--- config.mk ---
export PLATFORM = sky130hd
export DESIGN_NAME = sbus_frame_encoder
export DESIGN_NICKNAME = d
export VERILOG_FILES = /design/src/sfe_pkg.sv /design/src/sfe_front.sv /design/src/sfe_fifo.sv /design/src/sfe_back.sv /design/src/sbus_frame_encoder.sv
export SDC_FILE = /design/constraint.sdc
export NUM_CORES = 1
export LEC_CHECK = 0
export BUFFER_PORTS_ARGS = -buffer_cell sky130_fd_sc_hd__buf_2
export CAP_MARGIN = 10
export CORE_MARGIN = 2
export CORE_UTILIZATION = 40
export DETAILED_ROUTE_END_ITERATION = 6
export PLACE_DENSITY = 0.54
export SYNTH_ARGS = -nofsm -noshare
export SYNTH_HDL_FRONTEND = slang
export SYNTH_SLANG_ARGS = --single-unit
--- constraint.sdc ---
create_clock -name clk -period 13.9 [get_ports clk]
set_clock_uncertainty 0.1 [all_clocks]
set_input_delay 0 -clock clk [delete_from_list [all_inputs] [get_ports clk]]
set_output_delay 0 -clock clk [all_outputs]
set_load 0.005 [all_outputs]
--- src/sfe_pkg.sv ---
package sfe_pkg;

  // Number of channels carried in one frame (1 to 16).
  localparam int CHANNELS = 16;

  localparam int COUNT_W = 11;
  localparam int PULSE_W = 16;

  localparam logic [7:0] START_BYTE = 8'h0F;
  localparam int DATA_BYTES = 22;

  // Scaling: count = floor((16 * (pulse - 874) + 5) / 10), saturated to 2047.
  localparam logic [PULSE_W-1:0] PULSE_OFFSET = 16'd874;
  // From this difference on the count would exceed 2047.
  localparam logic [PULSE_W-1:0] SAT_DIFF = 16'd1280;
  localparam logic [COUNT_W-1:0] COUNT_MAX = 11'h7FF;
  // Division by ten as a multiply by ceil(2^19 / 10), exact for the range used.
  localparam logic [15:0] RECIP_TEN = 16'd52429;
  localparam int RECIP_SHIFT = 19;

  typedef struct packed {
    logic [COUNT_W-1:0] count;
    logic               last;
  } chan_item_t;

endpackage

--- src/sfe_front.sv ---
module sfe_front (
  input  logic              clk,
  input  logic              rst,
  input  logic              in_valid,
  output logic              in_ready,
  input  logic [15:0]       pulse_value,
  input  logic              last_supplied,
  output logic              push,
  output sfe_pkg::chan_item_t push_item,
  input  logic              fifo_full
);
  import sfe_pkg::*;

  logic [PULSE_W-1:0] diff;
  logic               below;
  logic               sat;
  logic [14:0]        scaled;
  logic [30:0]        product;
  logic [COUNT_W-1:0] count;
  logic               held_valid;
  chan_item_t         held_item;

  // Scale one pulse width to an SBUS count.
  always_comb begin
    below   = pulse_value < PULSE_OFFSET;
    diff    = pulse_value - PULSE_OFFSET;
    sat     = diff >= SAT_DIFF;
    scaled  = {diff[10:0], 4'b0000} + 15'd5;
    product = 31'(scaled) * 31'(RECIP_TEN);
    if (below) begin
      count = '0;
    end else if (sat) begin
      count = COUNT_MAX;
    end else begin
      count = product[RECIP_SHIFT +: COUNT_W];
    end
  end

  assign push      = held_valid && !fifo_full;
  assign in_ready  = !held_valid || !fifo_full;
  assign push_item = held_item;

  always_ff @(posedge clk) begin
    if (rst) begin
      held_valid <= 1'b0;
    end else if (in_ready) begin
      held_valid <= in_valid;
    end
  end

  always_ff @(posedge clk) begin
    if (in_valid && in_ready) begin
      held_item.count <= count;
      held_item.last  <= last_supplied;
    end
  end

endmodule

--- src/sfe_fifo.sv ---
module sfe_fifo (
  input  logic                clk,
  input  logic                rst,
  input  logic                push,
  input  sfe_pkg::chan_item_t push_item,
  output logic                full,
  input  logic                pop,
  output logic                head_valid,
  output sfe_pkg::chan_item_t head_item
);
  import sfe_pkg::*;

  localparam int DEPTH = 4;

  chan_item_t entries [DEPTH];
  logic [1:0] wr_ptr;
  logic [1:0] rd_ptr;
  logic [2:0] fill;

  assign full       = fill == 3'(DEPTH);
  assign head_valid = fill != 3'd0;
  assign head_item  = entries[rd_ptr];

  always_ff @(posedge clk) begin
    if (push) begin
      entries[wr_ptr] <= push_item;
    end
  end

  always_ff @(posedge clk) begin
    if (rst) begin
      wr_ptr <= '0;
      rd_ptr <= '0;
      fill   <= '0;
    end else begin
      if (push) begin
        wr_ptr <= wr_ptr + 2'd1;
      end
      if (pop) begin
        rd_ptr <= rd_ptr + 2'd1;
      end
      if (push && !pop) begin
        fill <= fill + 3'd1;
      end else if (pop && !push) begin
        fill <= fill - 3'd1;
      end
    end
  end

endmodule

--- src/sfe_back.sv ---
module sfe_back (
  input  logic                clk,
  input  logic                rst,
  input  logic                head_valid,
  input  sfe_pkg::chan_item_t head_item,
  output logic                pop,
  output logic                out_valid,
  input  logic                out_ready,
  output logic [7:0]          out_byte,
  output logic                out_last
);
  import sfe_pkg::*;

  typedef enum logic [1:0] {
    S_DATA,
    S_BYTE2,
    S_PAD,
    S_END
  } state_t;

  state_t      state;
  logic [17:0] acc;
  logic [3:0]  held;
  logic [4:0]  chan;
  logic [4:0]  data_cnt;
  logic        start_sent;
  logic        frame_end;

  logic        can_emit;
  logic [17:0] keep_mask;
  logic [17:0] merged;
  logic [3:0]  held_after;
  logic [4:0]  chan_next;
  logic        end_next;

  always_comb begin
    can_emit   = !out_valid || out_ready;
    keep_mask  = (18'd1 << held[2:0]) - 18'd1;
    merged     = ({7'b0, head_item.count} << held[2:0]) | (acc & keep_mask);
    held_after = held + 4'd3;
    chan_next  = chan + 5'd1;
    end_next   = head_item.last || (chan_next >= 5'(CHANNELS));
    pop        = (state == S_DATA) && can_emit && head_valid && start_sent;
  end

  always_ff @(posedge clk) begin
    if (rst) begin
      state      <= S_DATA;
      acc        <= '0;
      held       <= '0;
      chan       <= '0;
      data_cnt   <= '0;
      start_sent <= 1'b0;
      frame_end  <= 1'b0;
      out_valid  <= 1'b0;
      out_byte   <= '0;
      out_last   <= 1'b0;
    end else if (can_emit) begin
      out_valid <= 1'b0;
      out_last  <= 1'b0;
      unique case (state)
        S_DATA: begin
          if (head_valid) begin
            out_valid <= 1'b1;
            if (!start_sent) begin
              out_byte   <= START_BYTE;
              start_sent <= 1'b1;
            end else begin
              out_byte  <= merged[7:0];
              acc       <= merged >> 8;
              held      <= held_after;
              chan      <= chan_next;
              data_cnt  <= data_cnt + 5'd1;
              frame_end <= end_next;
              if (held_after >= 4'd8) begin
                state <= S_BYTE2;
              end else if (end_next) begin
                state <= S_PAD;
              end
            end
          end
        end
        S_BYTE2: begin
          out_valid <= 1'b1;
          out_byte  <= acc[7:0];
          acc       <= acc >> 8;
          held      <= held - 4'd8;
          data_cnt  <= data_cnt + 5'd1;
          state     <= frame_end ? S_PAD : S_DATA;
        end
        S_PAD: begin
          out_valid <= 1'b1;
          if (data_cnt != 5'(DATA_BYTES)) begin
            // Leftover bits go out once, then zero bytes fill the frame.
            out_byte <= (held != 4'd0) ? acc[7:0] : 8'h00;
            acc      <= '0;
            held     <= '0;
            data_cnt <= data_cnt + 5'd1;
          end else begin
            out_byte <= 8'h00;
            state    <= S_END;
          end
        end
        S_END: begin
          out_valid  <= 1'b1;
          out_byte   <= 8'h00;
          out_last   <= 1'b1;
          acc        <= '0;
          held       <= '0;
          chan       <= '0;
          data_cnt   <= '0;
          start_sent <= 1'b0;
          frame_end  <= 1'b0;
          state      <= S_DATA;
        end
        default: begin
          state <= S_DATA;
        end
      endcase
    end
  end

endmodule

--- src/sbus_frame_encoder.sv ---
// SBUS frame encoder. Each input beat carries one servo pulse width in microseconds
// (tdata, nominal 1000 to 2000) and is scaled to an 11-bit SBUS count as
// floor((16 * (pulse - 874) + 5) / 10), clamped to 0 below 874 and to 2047 above.
// Counts are packed LSB first into the 22 data bytes of a 25-byte frame that opens
// with the start byte 0x0F and closes with a flags byte and an end byte, both zero;
// only the end byte carries tlast. A frame closes after CHANNELS channels or on an
// input beat with tlast set, and the channels not supplied are sent as zero counts.
// The output carries one byte per beat. An input beat passes through a registered
// scaling stage into a four-entry queue; the packer behind it writes one byte per
// cycle into the output register unless the receiver stalls or the queue runs
// dry, so a channel yields one or two bytes (11 bits, about 1.4 bytes), the first
// channel of a frame one more for the start byte, and closing a frame emits the
// padding bytes, the flags byte and the end byte. Input beats are taken every cycle
// while the queue has room, so the sustained input rate is set by the byte rate at
// the output: a full frame of sixteen channels takes 25 bytes, shorter frames more.
module sbus_frame_encoder (
  input  logic        clk,
  input  logic        rst,
  input  logic        s_tvalid,
  output logic        s_tready,
  input  logic [15:0] s_tdata,   // [15:0] pulse_value
  input  logic        s_tlast,   // last_supplied
  output logic        m_tvalid,
  input  logic        m_tready,
  output logic [7:0]  m_tdata,   // [7:0] frame_byte
  output logic        m_tlast    // frame_last
);
  import sfe_pkg::*;

  logic       push;
  chan_item_t push_item;
  logic       fifo_full;
  logic       pop;
  logic       head_valid;
  chan_item_t head_item;

  // Scaling stage: turns each pulse width into a count.
  sfe_front u_front (
    .clk          (clk),
    .rst          (rst),
    .in_valid     (s_tvalid),
    .in_ready     (s_tready),
    .pulse_value  (s_tdata),
    .last_supplied(s_tlast),
    .push         (push),
    .push_item    (push_item),
    .fifo_full    (fifo_full)
  );

  // Short queue that lets the scaler and the packer stall independently.
  sfe_fifo u_fifo (
    .clk       (clk),
    .rst       (rst),
    .push      (push),
    .push_item (push_item),
    .full      (fifo_full),
    .pop       (pop),
    .head_valid(head_valid),
    .head_item (head_item)
  );

  // Bit packer and frame sequencer, one byte per cycle unless the output stalls or the queue is empty.
  sfe_back u_back (
    .clk       (clk),
    .rst       (rst),
    .head_valid(head_valid),
    .head_item (head_item),
    .pop       (pop),
    .out_valid (m_tvalid),
    .out_ready (m_tready),
    .out_byte  (m_tdata),
    .out_last  (m_tlast)
  );

endmodule

==> flow_results.xml, run 1 <==
<?xml version="1.0" encoding="UTF-8"?>
<metrics>
  <group name="outcome">
    <metric name="outcome" unit="">finished, final reports clean</metric>
  </group>
  <group name="clock_tree">
    <metric name="cts.htree.levels" unit="">3</metric>
    <metric name="cts_inserted_buffers" unit="">9</metric>
    <metric name="buffers_inserted_during_post_cts_setup_optimization" unit="">0</metric>
    <metric name="root_buffer" unit="">sky130_fd_sc_hd__clkbuf_16</metric>
    <metric name="insertion_delay" unit="ps">350</metric>
    <metric name="clk_pin_slew_worst_paths" unit="ps">80</metric>
    <metric name="tritoncts_num_sinks" unit="">108</metric>
    <metric name="post_cts_resized" unit="">0</metric>
    <metric name="cts-root-to-sink-buffers" unit="">2</metric>
    <metric name="cts_tree" unit="">yes</metric>
  </group>
  <group name="global_route">
    <metric name="grt_antenna_before_repair" unit="">0</metric>
    <metric name="grt_overflow" unit="">0</metric>
    <metric name="grt_usage" unit="">0.163</metric>
    <metric name="vias_in_the_first_global_route" unit="">5844</metric>
    <metric name="grt_pass1_wl" unit="mm">28.7</metric>
    <metric name="grt_max_degree" unit="">44</metric>
  </group>
  <group name="sta">
    <metric name="finalMaxSlewViolations" unit="">0</metric>
    <metric name="rsz0062_at_grt" unit="">false</metric>
    <metric name="relSlewSlack" unit="">0.279</metric>
    <metric name="report.final.setup_viol" unit="">0</metric>
    <metric name="layout_worst_path_cycle_share" unit="">0.455</metric>
    <metric name="report.final.hold_viol_count" unit="">0</metric>
    <metric name="timing.final.crit_period" unit="ps">6330</metric>
    <metric name="max_freq" unit="MHz">158</metric>
    <metric name="tightestPinTransition" unit="ps">1080</metric>
    <metric name="final.setup.tns" unit="ps">0</metric>
  </group>
  <group name="synth">
    <metric name="yosysMostFrequentCell" unit="">sky130_fd_sc_hd__ha_1</metric>
    <metric name="synthesis.nets" unit="">993</metric>
    <metric name="synth.top_cells.by_count" unit="">sky130_fd_sc_hd__ha_1, sky130_fd_sc_hd__inv_1, sky130_fd_sc_hd__nor2_1</metric>
    <metric name="ys.flop_type" unit="">sky130_fd_sc_hd__edfxtp_1</metric>
    <metric name="seq_area_frac_synth" unit="">0.330</metric>
    <metric name="synth.largest_area_cell" unit="">sky130_fd_sc_hd__edfxtp_1</metric>
    <metric name="synth_enable_flop_cells" unit="">60</metric>
    <metric name="synthArstFlopShare" unit="">0</metric>
    <metric name="register_bit_count_reported_by_yosys" unit="">108</metric>
    <metric name="mapped_cells" unit="">815</metric>
    <metric name="count_of_unique_library_cells_instantiated_by_yosys" unit="">70</metric>
    <metric name="synthesis.area" unit="um^2">8380</metric>
    <metric name="average_cell_area_after_synthesis" unit="um^2">10.3</metric>
    <metric name="synth_warnings" unit="">0</metric>
    <metric name="synth.area.top_cells" unit="">sky130_fd_sc_hd__edfxtp_1, sky130_fd_sc_hd__ha_1, sky130_fd_sc_hd__dfxtp_1</metric>
    <metric name="fraction_of_synthesized_cell_area_taken_by_the_top_area_cell_type" unit="">0.215</metric>
  </group>
  <group name="place">
    <metric name="place.port_buffers" unit="">31</metric>
    <metric name="gp_congestion" unit="">0.823</metric>
    <metric name="dp.final_hpwl" unit="mm">13.8</metric>
  </group>
  <group name="drt">
    <metric name="viasPerCell" unit="">5.14</metric>
    <metric name="detailedRoute.firstPassIterationCount" unit="">5</metric>
    <metric name="avgRoutedWirePerCell" unit="um">15.5</metric>
    <metric name="route.detailed.drc" unit="">0</metric>
    <metric name="total_wire_length" unit="mm">17.2</metric>
    <metric name="initialDrtViolationCount" unit="">182</metric>
    <metric name="routed-via-count" unit="">5705</metric>
    <metric name="antenna_violating_nets_post_route" unit="">0</metric>
  </group>
  <group name="worst_hold_path">
    <metric name="hp-class" unit="">input pin to flip-flop</metric>
  </group>
  <group name="floorplanning">
    <metric name="die_height" unit="um">149</metric>
    <metric name="floorplan.die_area" unit="um^2">22100</metric>
    <metric name="die_width" unit="um">149</metric>
    <metric name="core.rowCount" unit="">52</metric>
    <metric name="initial_utilization" unit="">0.411</metric>
    <metric name="floorplan.io_pins" unit="">32</metric>
    <metric name="floorplan.core_area" unit="um^2">20400</metric>
  </group>
  <group name="cells_and_area">
    <metric name="area_growth" unit="%">8.86</metric>
    <metric name="regArea" unit="um^2">2760</metric>
    <metric name="drive_above_1_share" unit="">0.114</metric>
    <metric name="layout.nets" unit="">1013</metric>
    <metric name="num_antenna_cells" unit="">0</metric>
    <metric name="multi_input_area" unit="um^2">5140</metric>
    <metric name="nFillCells" unit="">1970</metric>
  </group>
  <group name="worst_setup_path">
    <metric name="timing.critical_path.from_type" unit="">input pin</metric>
    <metric name="crit_type" unit="">input pin to flip-flop</metric>
    <metric name="crit_fanout" unit="">8</metric>
    <metric name="endpoint_kind" unit="">flip-flop</metric>
    <metric name="cp_data_required_time" unit="ps">13860</metric>
    <metric name="timing.critical_path.arrival" unit="ps">6290</metric>
  </group>
  <group name="job">
    <metric name="maxCapViolations" unit="">0</metric>
  </group>
</metrics>
layer usage:
metal	up-vias	track usage	routed length (um)
met4	0	0.0371	206
met5	-	0	0
met2	67	0.308	9080
met1	2733	0.199	7570
met3	13	0.0172	292
li1	2892	-	-
metrics by stage:
stage	util	hold WS, ps	area (um^2)	setup WS, ps	cells
5_1_grt	0.448	115	9120	7080	1110
6_report	0.448	93.8	9120	7570	1110
4_1_cts	0.448	86.3	9120	7560	1110
2_1_floorplan	-	-1.13	8380	7820	815
3_3_place_gp	0.431	87.0	8770	7240	1091
3_5_place_dp	0.431	87.6	8770	7190	1091
critical path: stages:
cell	delay, ps
sky130_fd_sc_hd__buf_2	150
sky130_fd_sc_hd__inv_1	150
sky130_fd_sc_hd__ha_1	210
sky130_fd_sc_hd__and2b_1	200
sky130_fd_sc_hd__o211ai_1	280
sky130_fd_sc_hd__a21boi_1	130
sky130_fd_sc_hd__xor2_1	370
sky130_fd_sc_hd__inv_1	90
sky130_fd_sc_hd__ha_1	290
sky130_fd_sc_hd__inv_1	70
sky130_fd_sc_hd__fa_1	480
sky130_fd_sc_hd__fa_1	550
sky130_fd_sc_hd__fa_1	550
sky130_fd_sc_hd__inv_1	60
sky130_fd_sc_hd__fa_1	530
sky130_fd_sc_hd__inv_1	40
sky130_fd_sc_hd__ha_1	280
sky130_fd_sc_hd__ha_1	330
sky130_fd_sc_hd__a21oi_1	130
sky130_fd_sc_hd__o22ai_1	90
sky130_fd_sc_hd__o21a_1	210
sky130_fd_sc_hd__nor4_4	370
sky130_fd_sc_hd__nor4_2	120
sky130_fd_sc_hd__a2111oi_4	340
sky130_fd_sc_hd__xor2_1	220
sky130_fd_sc_hd__a21oi_2	70
cell families (layout without fill, tap and decap cells):
family                     Yosys count  count (layout)  share of synthesized area
and+or+nand+nor                    218             218                      0.127
adders and majority gates          157             157                      0.274
AOI/OAI and AO/OA                  136             136                      0.111
buffers and inverters              122             147                     0.0581
DFF                                108             108                      0.330
xor gates and xnor gates            44              44                     0.0460
muxes                               30              30                     0.0544
flip-flops by register name, summed over array words and instances (netlist names), named ones only:
signal / count
u_fifo.entries: 48
u_front.push_item: 12
u_back.acc: 10
u_back.out_byte: 8
u_back.chan: 5
u_back.data_cnt: 5
u_back.held: 4
u_fifo.fill: 3
u_back.state: 2
u_fifo.rd_ptr: 2
u_fifo.wr_ptr: 2
u_back.frame_end: 1
u_back.out_last: 1
u_back.out_valid: 1
u_back.start_sent: 1
u_front.held_valid: 1
placed cells by master, fill, tap and decap left out, types with 4 or more instances in the layout:
cell,netlist,final
sky130_fd_sc_hd__a311oi_1,4,4
sky130_fd_sc_hd__o21ai_1,10,9
sky130_fd_sc_hd__a211oi_1,4,4
sky130_fd_sc_hd__a22oi_1,8,8
sky130_fd_sc_hd__a221oi_1,5,5
sky130_fd_sc_hd__clkbuf_16,0,9
sky130_fd_sc_hd__a21oi_2,11,11
sky130_fd_sc_hd__mux2_2,4,4
sky130_fd_sc_hd__or3_1,4,4
sky130_fd_sc_hd__o21ai_0,14,14
sky130_fd_sc_hd__xnor2_1,25,25
sky130_fd_sc_hd__nor3_1,14,14
sky130_fd_sc_hd__nand2_1,65,65
sky130_fd_sc_hd__and2_1,7,7
sky130_fd_sc_hd__mux2i_1,14,14
sky130_fd_sc_hd__o31ai_1,4,4
sky130_fd_sc_hd__dfxtp_1,48,48
sky130_fd_sc_hd__inv_2,4,4
sky130_fd_sc_hd__a21oi_1,41,41
sky130_fd_sc_hd__nor2_1,67,67
sky130_fd_sc_hd__buf_4,1,4
sky130_fd_sc_hd__nand2b_1,7,7
sky130_fd_sc_hd__nand4_1,7,7
sky130_fd_sc_hd__xor2_1,19,19
sky130_fd_sc_hd__nor4_1,4,4
sky130_fd_sc_hd__mux4_2,12,12
sky130_fd_sc_hd__fa_1,44,44
sky130_fd_sc_hd__inv_1,89,89
sky130_fd_sc_hd__edfxtp_1,60,60
sky130_fd_sc_hd__o211ai_1,6,6
sky130_fd_sc_hd__nand3b_1,5,5
sky130_fd_sc_hd__buf_2,5,31
sky130_fd_sc_hd__nand3_1,11,11
sky130_fd_sc_hd__ha_1,113,113
sky130_fd_sc_hd__a21o_1,4,4
sky130_fd_sc_hd__and3_1,4,4
worst paths after layout:
path | startpoint | end | slack (ps) | cells past startpoint
setup / recovery | s_tdata[1] | u_front.push_item[10] | 7570 | 26
hold / removal | s_tdata[15] | u_front.push_item[4] | 90 | 4
setup reg to reg | u_back.held[0] | u_back.out_byte[4] | 10820 | 11
hold reg to reg | u_back.acc[9] | u_back.acc[9] | 360 | 2
final cells by class:
cell class / instances / area share
flip-flops and latches: 108 / 0.303
well taps: 270 / 0.0371
clock inverters: 7 / 0.0100
multi-input cells: 585 / 0.563
inverters: 93 / 0.0383
clock buffers: 9 / 0.0247
repair buffers: 38 / 0.0236
repair_timing:
action	4_1_cts	5_1_grt
setup endpoints to repair	0	0
endpoints found under the hold margin	4	0
hold buffers	3	0
Power of run 1 is not shown: default switching activity piles up to over one toggle a cycle in this logic, so the estimate is an artifact.
==> run 2: changes to the inputs <==
==> constraint.sdc (replaced) <==
create_clock -name clk -period 6.1 [get_ports clk]
set_clock_uncertainty 0.1 [all_clocks]
set_input_delay 0 -clock clk [delete_from_list [all_inputs] [get_ports clk]]
set_output_delay 0 -clock clk [all_outputs]
set_load 0.005 [all_outputs]
==> run 2 against run 1 <==
Against the previous run: highest routed layer unchanged; sequential share of layout area shrank 0.83 points; die area did not move; first-iteration DRC count grew 20%; cell count rose by 3.2%; critical endpoint is now u_front.push_item[5].
==> flow_results.xml, run 2 (same netlist as run 1, synthesis figures left out) <==
<?xml version="1.0" encoding="UTF-8"?>
<metrics>
  <group name="floorplanning">
    <metric name="floorplan.die_area" unit="um^2">22100</metric>
    <metric name="core.rowCount" unit="">52</metric>
    <metric name="floorplan.core_area" unit="um^2">20400</metric>
    <metric name="die_width" unit="um">149</metric>
    <metric name="floorplan.io_pins" unit="">32</metric>
    <metric name="initial_utilization" unit="">0.411</metric>
    <metric name="die_height" unit="um">149</metric>
  </group>
  <group name="sta">
    <metric name="final.setup.tns" unit="ps">0</metric>
    <metric name="worst_hold_slack" unit="ps">87.6</metric>
    <metric name="report.final.hold_viol_count" unit="">0</metric>
    <metric name="timing.final.crit_period" unit="ps">5710</metric>
    <metric name="report.final.setup_viol" unit="">0</metric>
    <metric name="postLayoutSetupSlackWorst" unit="ps">392</metric>
    <metric name="tightestPinTransition" unit="ps">1040</metric>
    <metric name="relSlewSlack" unit="">0.302</metric>
    <metric name="rsz0062_at_grt" unit="">false</metric>
    <metric name="finalMaxSlewViolations" unit="">0</metric>
    <metric name="layout_worst_path_cycle_share" unit="">0.936</metric>
    <metric name="max_freq" unit="MHz">175</metric>
  </group>
  <group name="place">
    <metric name="place.port_buffers" unit="">31</metric>
    <metric name="dp.final_hpwl" unit="mm">14.0</metric>
    <metric name="detailedPlace.worstSlack" unit="ps">-157</metric>
    <metric name="placed_cells_incl_taps" unit="">1125</metric>
    <metric name="gp_congestion" unit="">0.787</metric>
  </group>
  <group name="cells_and_area">
    <metric name="largest_register_ffs" unit="">48</metric>
    <metric name="multi_input_area" unit="um^2">5160</metric>
    <metric name="regArea" unit="um^2">2760</metric>
    <metric name="nFillCells" unit="">1973</metric>
    <metric name="final_common_cell" unit="">sky130_fd_sc_hd__ha_1</metric>
    <metric name="layout.cells.non_filler" unit="">1145</metric>
    <metric name="commonest_cells_after_routing_fill_and_taps_aside" unit="">sky130_fd_sc_hd__ha_1, sky130_fd_sc_hd__inv_1, sky130_fd_sc_hd__nor2_1</metric>
    <metric name="largest_register" unit="">u_fifo.entries</metric>
    <metric name="drive_above_1_share" unit="">0.157</metric>
    <metric name="num_antenna_cells" unit="">0</metric>
    <metric name="layout.nets" unit="">1048</metric>
    <metric name="area_growth" unit="%">11.9</metric>
  </group>
  <group name="worst_setup_path">
    <metric name="crit_fanout" unit="">5</metric>
    <metric name="source_of_the_critical_timing_path" unit="">s_tdata[1]</metric>
    <metric name="regToRegStartpoint" unit="">u_back.held[0]</metric>
    <metric name="cpPeakStageDelay" unit="ps">550</metric>
    <metric name="timing.critical_path.arrival" unit="ps">5680</metric>
    <metric name="crit_type" unit="">input pin to flip-flop</metric>
    <metric name="timing.critical_path.from_type" unit="">input pin</metric>
    <metric name="endpoint_kind" unit="">flip-flop</metric>
    <metric name="cp_slowest_cell" unit="">sky130_fd_sc_hd__fa_2</metric>
    <metric name="cp_data_required_time" unit="ps">6070</metric>
  </group>
  <group name="global_route">
    <metric name="grt_pass1_wl" unit="mm">29.2</metric>
    <metric name="grt_max_degree" unit="">44</metric>
    <metric name="grt_antenna_before_repair" unit="">0</metric>
    <metric name="grt_overflow" unit="">0</metric>
    <metric name="grt_usage" unit="">0.166</metric>
    <metric name="vias_in_the_first_global_route" unit="">5887</metric>
  </group>
  <group name="clock_tree">
    <metric name="insertion_delay" unit="ps">350</metric>
    <metric name="clk_pin_slew_worst_paths" unit="ps">80</metric>
    <metric name="tritoncts_num_sinks" unit="">108</metric>
    <metric name="cts_inserted_buffers" unit="">9</metric>
    <metric name="root_buffer" unit="">sky130_fd_sc_hd__clkbuf_16</metric>
    <metric name="cts_tree" unit="">yes</metric>
    <metric name="cts.htree.levels" unit="">3</metric>
    <metric name="cts-root-to-sink-buffers" unit="">2</metric>
  </group>
  <group name="worst_hold_path">
    <metric name="hp-class" unit="">input pin to flip-flop</metric>
    <metric name="hp-start" unit="">s_tdata[15]</metric>
  </group>
  <group name="job">
    <metric name="maxCapViolations" unit="">0</metric>
  </group>
  <group name="drt">
    <metric name="initialDrtViolationCount" unit="">219</metric>
    <metric name="antenna_violating_nets_post_route" unit="">0</metric>
    <metric name="routed-via-count" unit="">5792</metric>
    <metric name="route.detailed.drc" unit="">0</metric>
    <metric name="viasPerCell" unit="">5.06</metric>
    <metric name="detailedRoute.firstPassIterationCount" unit="">4</metric>
    <metric name="total_wire_length" unit="mm">17.5</metric>
    <metric name="avgRoutedWirePerCell" unit="um">15.2</metric>
  </group>
  <group name="outcome">
    <metric name="outcome" unit="">finished, final reports clean</metric>
  </group>
</metrics>
## run 2: changes by cell type in the layout (fill, tap and decap cells not counted), moves of 2 or more
cell and delta:
sky130_fd_sc_hd__buf_4 +35, sky130_fd_sc_hd__fa_1 -2, sky130_fd_sc_hd__fa_2 +2, sky130_fd_sc_hd__inv_6 +2
## run 2: per-stage QoR
step | cell area (um^2) | utilization
6_report | 9370 | 0.460
5_1_grt | 9370 | 0.460
4_1_cts | 9340 | 0.458
3_5_place_dp | 9030 | 0.443
3_3_place_gp | 9030 | 0.443
2_1_floorplan | 8380 | -
## run 2: final timing paths
check	depth (start not counted)	end	slack, ps
worst max register to register	11	u_back.out_byte[4]	3010
worst min register to register	2	u_back.acc[9]	360
worst min-delay path	4	u_front.push_item[2]	90
worst max-delay path	25	u_front.push_item[5]	390
## run 2: metal layers
metal	GRT usage	part of all wire	up-vias
met4	0.0381	0.0093	0
met2	0.319	0.53	49
met1	0.201	0.44	2785
met3	0.0132	0.013	10
met5	0	0	-
li1	-	-	2948
## run 2: area by class of cell
| cell class | instances | share of cell area |
|---|---|---|
| multi-input cells | 585 | 0.551 |
| flip-flops and latches | 108 | 0.295 |
| repair buffers | 73 | 0.0510 |
| inverters | 93 | 0.0372 |
| well taps | 270 | 0.0360 |
| clock buffers | 10 | 0.0244 |
| clock inverters | 6 | 0.00547 |
## run 2: what timing repair did
item	in CTS	in global routing
endpoints found under the hold margin	4	0
buffers inserted	0	1
hold buffers	3	0
endpoints found under the setup margin	0	8
gates resized for setup	0	8
## run 2: worst max-delay path: cells and delay by family
kind                       cells  cell delay [ps]
adders and majority gates      8             3140
AOI/OAI and AO/OA              7             1230
and+or+nand+nor                3              490
buffers and inverters          5              440
xor gates and xnor gates       2              370
Power of run 2 is left out for the same reason.
